--- src/alu16f_pkg.sv ---
// Package: operation codes, status-word bit positions and word types of the 16-bit ALU.
`timescale 1ns / 1ps

package alu16f_pkg;

  localparam int unsigned DATA_W = 16;
  localparam int unsigned OP_W   = 5;
  localparam int unsigned OFFS_W = 10;

  // status-word flag positions
  localparam int unsigned SR_C = 0;
  localparam int unsigned SR_Z = 1;
  localparam int unsigned SR_N = 2;
  localparam int unsigned SR_V = 8;

  typedef enum logic [OP_W-1:0] {
    OP_MOV  = 5'd0,
    OP_ADD  = 5'd1,
    OP_SUB  = 5'd2,
    OP_CMP  = 5'd3,
    OP_DADD = 5'd4,
    OP_BIT  = 5'd5,
    OP_BIC  = 5'd6,
    OP_BIS  = 5'd7,
    OP_XOR  = 5'd8,
    OP_AND  = 5'd9,
    OP_RRC  = 5'd10,
    OP_RRA  = 5'd11,
    OP_SWPB = 5'd12,
    OP_SXT  = 5'd13,
    OP_JNE  = 5'd14,
    OP_JEQ  = 5'd15,
    OP_JNC  = 5'd16,
    OP_JC   = 5'd17,
    OP_JN   = 5'd18,
    OP_JGE  = 5'd19,
    OP_JL   = 5'd20,
    OP_JMP  = 5'd21
  } op_e;

  typedef struct packed {
    logic [OP_W-1:0]          req_type;
    logic                     byte_mode;
    logic [DATA_W-1:0]        src_value;
    logic [DATA_W-1:0]        dst_value;
    logic [DATA_W-1:0]        sr_in;
    logic [DATA_W-1:0]        instr_addr;
    logic signed [OFFS_W-1:0] jump_offset;
  } alu_req_t;

  typedef struct packed {
    logic [DATA_W-1:0] result_value;
    logic              write_result;
    logic [DATA_W-1:0] sr_out;
    logic              branch_taken;
    logic [DATA_W-1:0] branch_target;
  } alu_rsp_t;

endpackage

--- src/alu16f_req_if.sv ---
// Request channel of the 16-bit ALU: valid/ready and the instruction word.
`timescale 1ns / 1ps

interface alu16f_req_if import alu16f_pkg::*; ();
  logic                     valid;
  logic                     ready;
  logic [OP_W-1:0]          req_type;
  logic                     byte_mode;
  logic [DATA_W-1:0]        src_value;
  logic [DATA_W-1:0]        dst_value;
  logic [DATA_W-1:0]        sr_in;
  logic [DATA_W-1:0]        instr_addr;
  logic signed [OFFS_W-1:0] jump_offset;

  modport source (
    output valid, req_type, byte_mode, src_value, dst_value, sr_in, instr_addr,
           jump_offset,
    input  ready
  );
  modport sink (
    input  valid, req_type, byte_mode, src_value, dst_value, sr_in, instr_addr,
           jump_offset,
    output ready
  );
endinterface

--- src/alu16f_rsp_if.sv ---
// Response channel of the 16-bit ALU: valid/ready and the result word.
`timescale 1ns / 1ps

interface alu16f_rsp_if import alu16f_pkg::*; ();
  logic              valid;
  logic              ready;
  logic [DATA_W-1:0] result_value;
  logic              write_result;
  logic [DATA_W-1:0] sr_out;
  logic              branch_taken;
  logic [DATA_W-1:0] branch_target;

  modport source (
    output valid, result_value, write_result, sr_out, branch_taken, branch_target,
    input  ready
  );
  modport sink (
    input  valid, result_value, write_result, sr_out, branch_taken, branch_target,
    output ready
  );
endinterface

--- src/sixteen_bit_alu_with_flags_core.sv ---
// Top level: registered execute unit of a 16-bit microcontroller with status flags.
//
//  channel | dir | handshake    | word
//  --------+-----+--------------+----------------------------------------------
//  req_i   | in  | valid/ready  | op, byte mode, src, dst, sr, addr, offset
//  rsp_o   | out | valid/ready  | result, write flag, sr, taken, target
//
// Two register stages: input register, then the ALU and flag logic into the
// result register. One word per cycle is sustained while rsp_o is ready; the
// input stage advances whenever the result register is empty or being drained,
// so a stalled rsp_o backs up one stage at a time. Reset clears both valid bits;
// payload registers are not reset.
`timescale 1ns / 1ps

module sixteen_bit_alu_with_flags_core import alu16f_pkg::*; (
  input  logic          clk_i,
  input  logic          rst_ni,
  alu16f_req_if.sink    req_i,
  alu16f_rsp_if.source  rsp_o
);

  logic     in_vld_q;
  alu_req_t in_q;
  logic     out_vld_q;
  alu_rsp_t out_q;
  alu_rsp_t res_d;

  logic out_free;
  logic in_adv;

  assign out_free    = !out_vld_q || rsp_o.ready;
  assign in_adv      = in_vld_q && out_free;
  assign req_i.ready = !in_vld_q || out_free;

  // input stage
  always_ff @(posedge clk_i or negedge rst_ni) begin
    if (!rst_ni) begin
      in_vld_q <= 1'b0;
    end else if (req_i.ready) begin
      in_vld_q <= req_i.valid;
    end
  end

  always_ff @(posedge clk_i) begin
    if (req_i.valid && req_i.ready) begin
      in_q.req_type    <= req_i.req_type;
      in_q.byte_mode   <= req_i.byte_mode;
      in_q.src_value   <= req_i.src_value;
      in_q.dst_value   <= req_i.dst_value;
      in_q.sr_in       <= req_i.sr_in;
      in_q.instr_addr  <= req_i.instr_addr;
      in_q.jump_offset <= req_i.jump_offset;
    end
  end

  // ALU and flags
  always_comb begin
    logic [DATA_W-1:0] m;
    logic [DATA_W-1:0] msb;
    logic [DATA_W-1:0] sm;
    logic [DATA_W-1:0] dm;
    logic [DATA_W-1:0] b;
    logic [DATA_W:0]   sum;
    logic [DATA_W-1:0] r;
    logic [DATA_W-1:0] res;
    logic [DATA_W-1:0] sro;
    logic              wr;
    logic              taken;
    logic              cin;
    logic              zin;
    logic              nin;
    logic              vin;
    logic              fc;
    logic              fv;
    logic              upd;
    logic [4:0]        dig [4];
    logic [4:0]        carry;
    logic [DATA_W-1:0] dr;
    logic [DATA_W-1:0] offs_x2;

    m   = in_q.byte_mode ? 16'h00ff : 16'hffff;
    msb = in_q.byte_mode ? 16'h0080 : 16'h8000;
    sm  = in_q.src_value & m;
    dm  = in_q.dst_value & m;
    cin = in_q.sr_in[SR_C];
    zin = in_q.sr_in[SR_Z];
    nin = in_q.sr_in[SR_N];
    vin = in_q.sr_in[SR_V];

    // shared adder: ADD uses src, SUB/CMP use the inverted source plus one
    b   = (op_e'(in_q.req_type) == OP_ADD) ? sm : (~sm & m);
    sum = {1'b0, dm} + {1'b0, b} + {{DATA_W{1'b0}}, op_e'(in_q.req_type) != OP_ADD};

    // decimal add, one nibble a step
    carry[0] = cin;
    dr       = '0;
    for (int i = 0; i < 4; i++) begin
      dig[i] = {1'b0, dm[4*i +: 4]} + {1'b0, sm[4*i +: 4]} + {4'd0, carry[i]};
      if (dig[i] > 5'd9) begin
        dig[i]     = dig[i] - 5'd10;
        carry[i+1] = 1'b1;
      end else begin
        carry[i+1] = 1'b0;
      end
      dr[4*i +: 4] = dig[i][3:0];
    end
    dr = dr & m;

    offs_x2 = {{(DATA_W-OFFS_W-1){in_q.jump_offset[OFFS_W-1]}}, in_q.jump_offset, 1'b0};

    r     = '0;
    res   = '0;
    wr    = 1'b0;
    taken = 1'b0;
    upd   = 1'b0;
    fc    = 1'b0;
    fv    = 1'b0;

    unique case (op_e'(in_q.req_type))
      OP_MOV: begin
        res = sm;
        wr  = 1'b1;
      end
      OP_ADD, OP_SUB, OP_CMP: begin
        r   = sum[DATA_W-1:0] & m;
        fc  = in_q.byte_mode ? sum[8] : sum[DATA_W];
        fv  = |((dm ^ r) & (b ^ r) & msb);
        upd = 1'b1;
        if (op_e'(in_q.req_type) != OP_CMP) begin
          res = r;
          wr  = 1'b1;
        end
      end
      OP_DADD: begin
        r   = dr;
        fc  = in_q.byte_mode ? carry[2] : carry[4];
        upd = 1'b1;
        res = r;
        wr  = 1'b1;
      end
      OP_BIT: begin
        r   = dm & sm;
        fc  = |r;
        upd = 1'b1;
      end
      OP_BIC: begin
        res = dm & ~sm & m;
        wr  = 1'b1;
      end
      OP_BIS: begin
        res = dm | sm;
        wr  = 1'b1;
      end
      OP_XOR: begin
        r   = dm ^ sm;
        fc  = |r;
        fv  = |(sm & dm & msb);
        upd = 1'b1;
        res = r;
        wr  = 1'b1;
      end
      OP_AND: begin
        r   = dm & sm;
        fc  = |r;
        upd = 1'b1;
        res = r;
        wr  = 1'b1;
      end
      OP_RRC: begin
        r   = (sm >> 1) | (cin ? msb : '0);
        fc  = sm[0];
        upd = 1'b1;
        res = r;
        wr  = 1'b1;
      end
      OP_RRA: begin
        r   = (sm >> 1) | (sm & msb);
        fc  = sm[0];
        upd = 1'b1;
        res = r;
        wr  = 1'b1;
      end
      OP_SWPB: begin
        res = {in_q.src_value[7:0], in_q.src_value[15:8]};
        wr  = 1'b1;
      end
      OP_SXT: begin
        // always whole word: flags use bit 15 whatever byte_mode says
        r   = {{8{in_q.src_value[7]}}, in_q.src_value[7:0]};
        fc  = |r;
        upd = 1'b1;
        res = r;
        wr  = 1'b1;
      end
      OP_JNE:  taken = !zin;
      OP_JEQ:  taken = zin;
      OP_JNC:  taken = !cin;
      OP_JC:   taken = cin;
      OP_JN:   taken = nin;
      OP_JGE:  taken = (nin == vin);
      OP_JL:   taken = (nin != vin);
      OP_JMP:  taken = 1'b1;
      default: ;
    endcase

    sro = in_q.sr_in;
    if (upd) begin
      sro[SR_C] = fc;
      sro[SR_Z] = (r == '0);
      sro[SR_N] = (op_e'(in_q.req_type) == OP_SXT) ? r[15] : |(r & msb);
      sro[SR_V] = fv;
    end

    res_d.result_value  = res;
    res_d.write_result  = wr;
    res_d.sr_out        = sro;
    res_d.branch_taken  = taken;
    res_d.branch_target = in_q.instr_addr + 16'd2 + offs_x2;
  end

  // result stage
  always_ff @(posedge clk_i or negedge rst_ni) begin
    if (!rst_ni) begin
      out_vld_q <= 1'b0;
    end else if (out_free) begin
      out_vld_q <= in_vld_q;
    end
  end

  always_ff @(posedge clk_i) begin
    if (in_adv) begin
      out_q <= res_d;
    end
  end

  assign rsp_o.valid         = out_vld_q;
  assign rsp_o.result_value  = out_q.result_value;
  assign rsp_o.write_result  = out_q.write_result;
  assign rsp_o.sr_out        = out_q.sr_out;
  assign rsp_o.branch_taken  = out_q.branch_taken;
  assign rsp_o.branch_target = out_q.branch_target;

  // a jump never writes back, and a result that is not written back is left at zero
  a_wr_not_taken: assert property (@(posedge clk_i) disable iff (!rst_ni)
    out_vld_q |-> !(out_q.write_result && out_q.branch_taken))
    else $error("write-back and branch both set");

  a_nowr_zero: assert property (@(posedge clk_i) disable iff (!rst_ni)
    (out_vld_q && !out_q.write_result) |-> (out_q.result_value == '0))
    else $error("result not zero without write-back");

  a_accept_fills: assert property (@(posedge clk_i) disable iff (!rst_ni)
    (req_i.valid && req_i.ready) |=> in_vld_q)
    else $error("accepted word lost in input stage");

  a_full_stall: assert property (@(posedge clk_i) disable iff (!rst_ni)
    (in_vld_q && out_vld_q && !rsp_o.ready) |-> !req_i.ready)
    else $error("input taken while both stages are full and stalled");

  a_stall_holds: assert property (@(posedge clk_i) disable iff (!rst_ni)
    (out_vld_q && !rsp_o.ready) |=> (out_vld_q && $stable(out_q)))
    else $error("stalled result changed");

endmodule
--- src/flat_wrapper.sv ---
// flat-port wrapper written by rule: the top's interface ports become plain ports
module sixteen_bit_alu_with_flags_core_flat import alu16f_pkg::*;
  (clk_i, rst_ni, req_i_valid, req_i_req_type, req_i_byte_mode, req_i_src_value, req_i_dst_value, req_i_sr_in, req_i_instr_addr, req_i_jump_offset, req_i_ready, rsp_o_valid, rsp_o_result_value, rsp_o_write_result, rsp_o_sr_out, rsp_o_branch_taken, rsp_o_branch_target, rsp_o_ready);
  alu16f_req_if req_i_i ();
  alu16f_rsp_if rsp_o_i ();
  input  logic clk_i;
  input  logic rst_ni;
  input wire logic [$bits(req_i_i.valid)-1:0] req_i_valid;
  input wire logic [$bits(req_i_i.req_type)-1:0] req_i_req_type;
  input wire logic [$bits(req_i_i.byte_mode)-1:0] req_i_byte_mode;
  input wire logic [$bits(req_i_i.src_value)-1:0] req_i_src_value;
  input wire logic [$bits(req_i_i.dst_value)-1:0] req_i_dst_value;
  input wire logic [$bits(req_i_i.sr_in)-1:0] req_i_sr_in;
  input wire logic [$bits(req_i_i.instr_addr)-1:0] req_i_instr_addr;
  input wire logic [$bits(req_i_i.jump_offset)-1:0] req_i_jump_offset;
  output wire logic [$bits(req_i_i.ready)-1:0] req_i_ready;
  output wire logic [$bits(rsp_o_i.valid)-1:0] rsp_o_valid;
  output wire logic [$bits(rsp_o_i.result_value)-1:0] rsp_o_result_value;
  output wire logic [$bits(rsp_o_i.write_result)-1:0] rsp_o_write_result;
  output wire logic [$bits(rsp_o_i.sr_out)-1:0] rsp_o_sr_out;
  output wire logic [$bits(rsp_o_i.branch_taken)-1:0] rsp_o_branch_taken;
  output wire logic [$bits(rsp_o_i.branch_target)-1:0] rsp_o_branch_target;
  input wire logic [$bits(rsp_o_i.ready)-1:0] rsp_o_ready;
  assign req_i_i.valid = req_i_valid;
  assign req_i_i.req_type = req_i_req_type;
  assign req_i_i.byte_mode = req_i_byte_mode;
  assign req_i_i.src_value = req_i_src_value;
  assign req_i_i.dst_value = req_i_dst_value;
  assign req_i_i.sr_in = req_i_sr_in;
  assign req_i_i.instr_addr = req_i_instr_addr;
  assign req_i_i.jump_offset = req_i_jump_offset;
  assign req_i_ready = req_i_i.ready;
  assign rsp_o_valid = rsp_o_i.valid;
  assign rsp_o_result_value = rsp_o_i.result_value;
  assign rsp_o_write_result = rsp_o_i.write_result;
  assign rsp_o_sr_out = rsp_o_i.sr_out;
  assign rsp_o_branch_taken = rsp_o_i.branch_taken;
  assign rsp_o_branch_target = rsp_o_i.branch_target;
  assign rsp_o_i.ready = rsp_o_ready;
  sixteen_bit_alu_with_flags_core u_core (.clk_i(clk_i), .rst_ni(rst_ni), .req_i(req_i_i), .rsp_o(rsp_o_i));
endmodule
--- config.mk ---
export PLATFORM = sky130hd
export DESIGN_NAME = sixteen_bit_alu_with_flags_core_flat
export DESIGN_NICKNAME = d
export VERILOG_FILES = /design/src/alu16f_pkg.sv /design/src/alu16f_req_if.sv /design/src/alu16f_rsp_if.sv /design/src/sixteen_bit_alu_with_flags_core.sv /design/src/flat_wrapper.sv
export SDC_FILE = /design/constraint.sdc
export NUM_CORES = 1
export LEC_CHECK = 0
export CORE_UTILIZATION = 55
export CTS_CLUSTER_SIZE = 12
export DETAILED_ROUTE_END_ITERATION = 10
export DONT_BUFFER_PORTS = 1
export GPL_TIMING_DRIVEN = 0
export MAX_ROUTING_LAYER = met4
export PLACE_DENSITY = 0.73
export SKIP_CTS_REPAIR_TIMING = 1
export SLEW_MARGIN = 20
export SYNTH_ARGS = -nofsm -noshare
export SYNTH_HDL_FRONTEND = slang
export SYNTH_SLANG_ARGS = --single-unit
--- constraint.sdc ---
create_clock -name clk_i -period 8 [get_ports clk_i]
set_input_delay 1.6 -clock clk_i [delete_from_list [all_inputs] [get_ports clk_i]]
set_output_delay 1.6 -clock clk_i [all_outputs]
set_load 0.05 [all_outputs]
### Word level (Yosys, flattened, before mapping)

Index checks and enable logic that the tools add are counted.
W data, S select, Z words.

* flip-flop bits (word level): 132
* bits in latches: 0
* bits in writable memories: 0
* memory bits (read-only): 0
* output and inout port bits: 52
* logic and storage cells: 126
* memories: 0

* add/sub/neg operators: 16
* multiply operators: 0
* div/mod/pow operators: 0
* magnitude comparators: 4
* eq/ne operators: 25
* shift-type cells: 0
* multiplexer cells: 26
* bitwise logic cells: 20
* reduce and logical (&&, ||, !) cells: 21

Operator list (count)
* $and A16 B16 Y16: 13
* $pmux W16 S11: 1
* $pmux W16 S7: 1
* $mux W16: 5
* $reduce_or A16 Y1: 5
* $xor A16 B16 Y16: 3
* $eq A5 B4 Y1 const B: 8
* $or A15 B16 Y16: 2
* $eq A5 B5 Y1 const B: 6
* $add A4 B4 Y5: 4
* $add A5 B1 Y5: 4
* $eq A5 B3 Y1 const B: 4
* $gt A5 B4 Y1 const B: 4
* $reduce_or A10 Y1: 2
* $add A16 B16 Y17: 1
* $add A17 B1 Y17: 1
* $add A16 B16 Y16: 1
* $add A16 B2 Y16 const B: 1
* $logic_not A16 Y1: 1
* $mux W4: 4
* $not A16 Y16: 1
* $or A16 B16 Y16: 1
* $sub A4 B4 Y4 const B: 4
* $eq A5 B2 Y1 const B: 2
* other kinds (17): 33

### Longest topological paths before layout

Gate-level depths: netlist of run 1.

* depth after elaboration: 21
* gate-level depth with buffers: 35
* mapped depth without buffers: 35

### Least setup slack after synthesis of run 1

OpenSTA, ideal clock, no wires.

* path type: flip-flop to flip-flop
* start: reg u_core.in_q[26] in the netlist's numbering
* end: reg u_core.out_q, in the netlist u_core.rsp_o.sr_out[1], data pin
* setup time: 134 ps
* arrival time: 8106 ps
* required time: 7866 ps
* setup slack: -240 ps
* cell stages (with the launch flop): 32
* buffers on the path: 0
* clock period less this slack: 8240 ps
* cell sequence: edfxtp_1 fa_1 inv_1 fa_1 ha_1 a21boi_0 o31ai_2 fa_1 inv_1 fa_1 xor2_1 ha_1 a21boi_0 o311a_1 fa_1 fa_1 xor2_1 ha_1 a21oi_1 a31o_2 fa_1 inv_1 fa_1 ha_1 a32o_1 o31ai_2 mux2_2 o21ai_0 a2111oi_0 nand4_1 nor4_1 and4_1

RTL lines
* from (decl): RTL line sixteen_bit_alu_with_flags_core.sv:23 `alu_req_t in_q;`
* to (signal assigned): RTL line sixteen_bit_alu_with_flags_core.sv:232 `out_q <= res_d;`
* to (decl): RTL line sixteen_bit_alu_with_flags_core.sv:25 `alu_rsp_t out_q;`

==> metrics.yaml, run 1 <==
run_status:
  status: "finished with violations"
  violations: "negative setup slack"
floorplanning:
  initial_utilization_pct: 57.1
  dieArea_sq_um: 16500
  ios: 136
  num_rows: 45
  core_sq_um: 15400
  dieHeight_um: 128
  die-width_um: 128
placed_design:
  gp_congestion: 0.989
  portBuffers: 0
  dp_hpwl_um: 20600
cts:
  cts_tree: "built"
  clk_pin_slew_ns: 0.07
  cts-buffers-inserted: 17
  cts_root_buf: "clkbuf_16"
  clock_path_buffers: 2
  clock-sinks: 132
  insertion_delay_ns: 0.44
  cts-htree-levels: 4
hold_path:
  hold-path-endpoint: "u_core.rsp_o.sr_out[14]"
  worstHoldStart: "u_core.in_q[40]"
  hold_class: "reg -> reg"
  hold_path_depth: 0
synthesis:
  ys_warn_count: 0
  synthesis.area_sq_um: 8770
  synthFlopType: "edfxtp_1"
  syn_avg_cell_area_sq_um: 11.1
  ys_seq_area_share_pct: 45.1
  synth_nets: 984
  synthCells: 792
  synth.distinct_cells: 69
  synth_edf_count: 130
  ys_ff_latch: 132
  async_flop_share_pct: 1.52
global_routing:
  grt_pass1_vias: 6984
  antenna_found_initial: 1
  grt_max_degree: 51
  grt_pass1_wl_um: 41600
  grt_usage_pct: 36.5
  overflow: 0
timing:
  slew_violations: 0
  clock.fmax_mhz: 119
  slew_headroom_pct: 34.8
  final_hold_viol_count: 0
  layout_min_cycle_time_ns: 8.39
  grt_setup_unrepaired: "yes"
  tightestPinTransition_ns: 0.974
  fin_crit_sh_pct: 105
  finalSetupTns_ns: -0.394
  setup_slack_ns: -0.394
  setup_violations: 1
  clock-skew-final_ns: 0.0164
power_and_ir_drop:
  swShare_pct: 34.6
  p_per_area_nw_per_um2: 234
  p_leak_uw: 0.00402
  combPwrFrac_pct: 24.3
  seqPwrFrac_pct: 41.3
  p_clk_share_pct: 34.4
  power_switching_uw: 822
  ir_drop_v: 0.000217
  power.internal_uw: 1550
worst_setup_path:
  r2r_cells: 33
  crit_path_end_kind: "register"
  worstSetupPathType: "reg -> reg"
  critical_path_arrival_ns: 8.68
  cp-startpoint: "u_core.in_q[26]"
  r2r-start: "u_core.in_q[26]"
  cpMostUsedCell: "fa_2"
  path_max_fanout: 4
  crit_required_ns: 8.28
  startpoint_type: "register"
  rrSetupSlack_ns: -0.39
  slowest_stage: "fa_2"
  r2r_end: "u_core.rsp_o.sr_out[1]"
  cp_slowest_stage_delay_ns: 0.50
detailed_routing:
  drc: 0
  dr.pass1.iters: 7
  wirelength_um: 28200
  via_count: 7000
  drtAntennaViolNets: 0
  wire_per_inst_um: 26.6
  first_iter_violations: 828
  vias_per_cell: 6.61
run:
  drv_cap: 0
finish:
  utilization_pct: 66.0
  drive_gt1_share_pct: 13.2
  area_growth_pct: 15.7
  final_cell_mix: "edfxtp_1, ha_1, inv_1, nand2_1, nor2_1"
  fin_nets: 1026
  final_common_cell: "edfxtp_1"
## per-layer routing
| layer | GRT usage, % | routed length (um) | up-vias | share of wire, % |
|---|---|---|---|---|
| li1 | - | - | 3057 | - |
| met1 | 47.4 | 11300 | 3406 | 40 |
| met4 | 15.8 | 988 | 0 | 3.5 |
| met2 | 56.5 | 13400 | 466 | 47 |
| met5 | - | 0 | - | 0 |
| met3 | 6.18 | 2560 | 71 | 9.1 |
## through the flow
step | worst slack, ns | area, sq um | cells | power, uW | hold slack (ns)
3_5_place_dp | -1.41 | 9190 | 1005 | 1480 | 0.405
2_1_floorplan | 0.0180 | 8880 | 792 | 1340 | 0.400
6_report | -0.394 | 10100 | 1059 | 2380 | 0.421
5_1_grt | -0.569 | 10100 | 1059 | 2450 | 0.431
4_1_cts | -1.46 | 9800 | 1037 | 2290 | 0.422
3_3_place_gp | -1.13 | 9140 | 1003 | 1460 | 0.401
## worst max-delay path: cells and delay by family, from the launching register on
kind	cells	cell delay, ns
AO/OA/AOI/OAI	10	2.02
buffers and inverters	4	0.32
AND/OR/NAND/NOR	4	0.81
multiplexers	1	0.24
XOR/XNOR	2	0.41
flip-flops	1	0.44
adder cells (fa/ha/maj)	12	4.00
## cells in the mapped netlist, types with 5 or more instances
cell      instances  share of area, %
a21boi_0          6              0.51
fa_1             10               2.3
ha_1             98                14
nand2_1          43               1.8
nor2_1           43               1.8
edfxtp_1        130                45
nand3_1          11              0.63
xor2_1           19               1.9
a22oi_1          26               2.2
and2_1            8              0.57
o21ai_0          38               2.2
a22o_1            5              0.50
xnor2_1          38               3.8
a221oi_1          7              0.70
nand4_1          13              0.93
o31ai_1           7              0.60
a21oi_1          43               2.5
a21o_1           12               1.0
nor2b_1          13              0.93
nor4_1           10              0.71
nand2b_1         25               1.8
inv_1            50               2.1
clkbuf_1         22              0.94
a222oi_1          7              0.80
nor3_1           13              0.74
a211o_1           6              0.60
and3_1            5              0.36
## registers in the layout, indices dropped and copies added, names as in the netlist
register / flops
u_core.in_vld_q: 1
u_core.rsp_o.result_value: 16
u_core.rsp_o.branch_target: 16
u_core.rsp_o.sr_out: 16
u_core.in_q: 80
u_core.rsp_o.branch_taken: 1
u_core.rsp_o.write_result: 1
u_core.rsp_o.valid: 1
## power groups by stage
stage | Combinational [uW] | Clock, uW | Sequential [uW]
floorplan | 360 | 0 | 980
global placement | 458 | 0 | 998
detailed placement | 483 | 0 | 996
CTS | 489 | 819 | 983
global route | 619 | 847 | 986
finish | 578 | 818 | 981
## cell families after synthesis
logic type / synth area share, %
muxes: 0.728
and+or+nand+nor: 12.5
buffers and inverters: 3.35
DFF: 45.1
xor gates and xnor gates: 5.69
adders and majority gates: 16.3
AOI/OAI and AO/OA: 16.4
## final cells by class
cell class,count,area [sq um]
diodes,1,2.50
plain buffers,26,106
clock buffers,17,425
clock inverters,15,188
fillers,1139,5230
inverters,50,188
multi-input cells,584,4820
flip-flops and latches,132,3950
well taps,211,264
repair buffers,23,198
## how the worst max path moves through the flow
stage	endpoint	slack, ns	depth (start not counted)
final	u_core.rsp_o.sr_out[1]	-0.39	33
after floorplan	u_core.rsp_o.sr_out[1]	0.02	34
after global routing	u_core.rsp_o.sr_out[1]	-0.57	34
after global placement	u_core.rsp_o.sr_out[1]	-1.13	35
after CTS	u_core.rsp_o.sr_out[1]	-1.46	34
after detailed placement	u_core.rsp_o.sr_out[1]	-1.41	34
Power figures use the tool's default switching activity.
==> inputs of run 2 (changes only) <==
--- a/config.mk
+++ b/config.mk
@@ -5,13 +5,12 @@
 export SDC_FILE = /design/constraint.sdc
 export NUM_CORES = 1
 export LEC_CHECK = 0
-export CORE_UTILIZATION = 55
+export CORE_UTILIZATION = 45
 export CTS_CLUSTER_SIZE = 12
 export DETAILED_ROUTE_END_ITERATION = 10
 export DONT_BUFFER_PORTS = 1
 export GPL_TIMING_DRIVEN = 0
 export MAX_ROUTING_LAYER = met4
-export PLACE_DENSITY = 0.73
 export SKIP_CTS_REPAIR_TIMING = 1
 export SLEW_MARGIN = 20
 export SYNTH_ARGS = -nofsm -noshare
==> metrics.yaml, run 2 (synthesis gave the netlist of run 1 again) <==
run_status:
  violations: "negative setup slack"
  status: "finished with violations"
worst_setup_path:
  startpoint_type: "register"
  cp_slowest_stage_delay_ns: 0.50
  path_max_fanout: 5
  crit_required_ns: 8.27
  cpMostUsedCell: "fa_2"
  slowest_stage: "fa_2"
  worstSetupPathType: "reg -> reg"
  crit_path_end_kind: "register"
  critical_path_arrival_ns: 8.75
finish:
  largest_reg_flops: 80
  regMostFlops: "u_core.in_q"
  layoutNonFillerInstCount: 1107
  fin_nets: 1025
  drive_gt1_share_pct: 13.0
  final_common_cell: "edfxtp_1"
  final_cell_mix: "edfxtp_1, ha_1, inv_1, nand2_1, nor2_1"
  area_growth_pct: 15.7
  stdcell_area_sq_um: 10100
placed_design:
  gp_congestion: 0.977
  dp_hpwl_um: 20500
  placed_area_sq_um: 9250
  dp_cells: 1054
  portBuffers: 0
cts:
  clock_path_buffers: 2
  clk_pin_slew_ns: 0.06
  cts-htree-levels: 4
  cts_root_buf: "clkbuf_16"
  clock-sinks: 132
  cts_tree: "built"
  cts-buffers-inserted: 17
  insertion_delay_ns: 0.42
global_routing:
  grt_pass1_vias: 6525
  grt_max_degree: 51
  antenna_found_initial: 1
  overflow: 0
  grt_usage_pct: 28.2
  grt_pass1_wl_um: 39600
floorplanning:
  initial_utilization_pct: 46.4
  dieArea_sq_um: 20100
  ios: 136
  die-width_um: 142
  dieHeight_um: 142
  core_sq_um: 18900
  num_rows: 50
detailed_routing:
  via_count: 6795
  wirelength_um: 27200
  wire_per_inst_um: 24.6
  drtAntennaViolNets: 0
  drc: 0
  first_iter_violations: 574
  vias_per_cell: 6.14
  dr.pass1.iters: 6
timing:
  setup_violations: 1
  slew_headroom_pct: 17.6
  finalSetupTns_ns: -0.475
  final_hold_viol_count: 0
  fin_crit_sh_pct: 106
  layout_min_cycle_time_ns: 8.47
  setup_slack_ns: -0.475
  hold_ws_ns: 0.420
  clock.fmax_mhz: 118
  grt_setup_unrepaired: "yes"
  slew_violations: 0
  tightestPinTransition_ns: 1.23
  clock-skew-final_ns: 0.0125
run:
  drv_cap: 0
power_and_ir_drop:
  ir_drop_v: 0.000156
  p_leak_uw: 0.00400
  p_per_area_nw_per_um2: 228
hold_path:
  hold_class: "reg -> reg"
[run 2: cell count changes in the layout (fill, tap and decap cells not counted), sizes merged]
cell / change
clkinv: +3
buf: -1
bufinv: -1
clkinvlp: -1
inv: -1
[run 2: area by class of cell]
class | count | area (sq um)
antenna | 1 | 2.50
tap | 260 | 325
timing repair buffer | 22 | 185
clock inverter | 15 | 160
inverter | 50 | 188
buffer | 26 | 106
multi-input combinational | 584 | 4800
sequential | 132 | 3950
fill | 1672 | 8750
clock buffer | 17 | 425
[run 2: final timing paths]
kind	startpoint	slack (ns)	to	depth (start not counted)
worst max-delay path	u_core.in_q[42]	-0.47	u_core.rsp_o.sr_out[1]	33
worst min-delay path	u_core.in_q[41]	0.42	u_core.rsp_o.sr_out[15]	0
worst max register to register	u_core.in_q[42]	-0.47	u_core.rsp_o.sr_out[1]	33
worst min register to register	u_core.in_q[41]	0.42	u_core.rsp_o.sr_out[15]	0
max in group asynchronous	rst_ni	7.06	u_core.rsp_o.valid	0
min in group asynchronous	rst_ni	0.88	u_core.in_vld_q	0
[run 2: worst max-delay path: cells and delay by family (launching register included)]
kind | cells | cell delay (ns)
mux | 1 | 0.23
buf+inv | 3 | 0.21
compound gates | 10 | 2.07
simple gates | 5 | 0.89
xor+xnor | 2 | 0.44
flops | 1 | 0.47
fa+ha+maj | 12 | 4.02
[run 2: metrics by stage]
| step | setup WS (ns) | util, % | total power (uW) |
|---|---|---|---|
| after floorplan | 0.0180 | - | 1340 |
| after global placement | -1.13 | 48.7 | 1470 |
| after detailed placement | -1.36 | 48.9 | 1480 |
| after CTS | -1.40 | 52.0 | 2260 |
| after global routing | -0.661 | 53.7 | 2410 |
| final | -0.475 | 53.7 | 2320 |
[run 2: per-layer routing]
layer	part of all wire (%)	track usage [%]	wire length (um)	vias to the layer above
met1	40	35.3	10900	3275
met3	9.9	7.15	2710	65
met4	4.1	11.4	1120	0
met5	0	-	0	-
met2	46	43.6	12600	387
li1	-	-	-	3068
[run 2: power breakdown]
| part | internal (uW) | total (uW) | leakage [uW] | switching (uW) |
|---|---|---|---|---|
| Clock | 441 | 775 | 0.000283 | 334 |
| Combinational | 232 | 560 | 0.00244 | 328 |
| Sequential | 840 | 980 | 0.00128 | 140 |
| Total | 1510 | 2320 | 0.00400 | 802 |
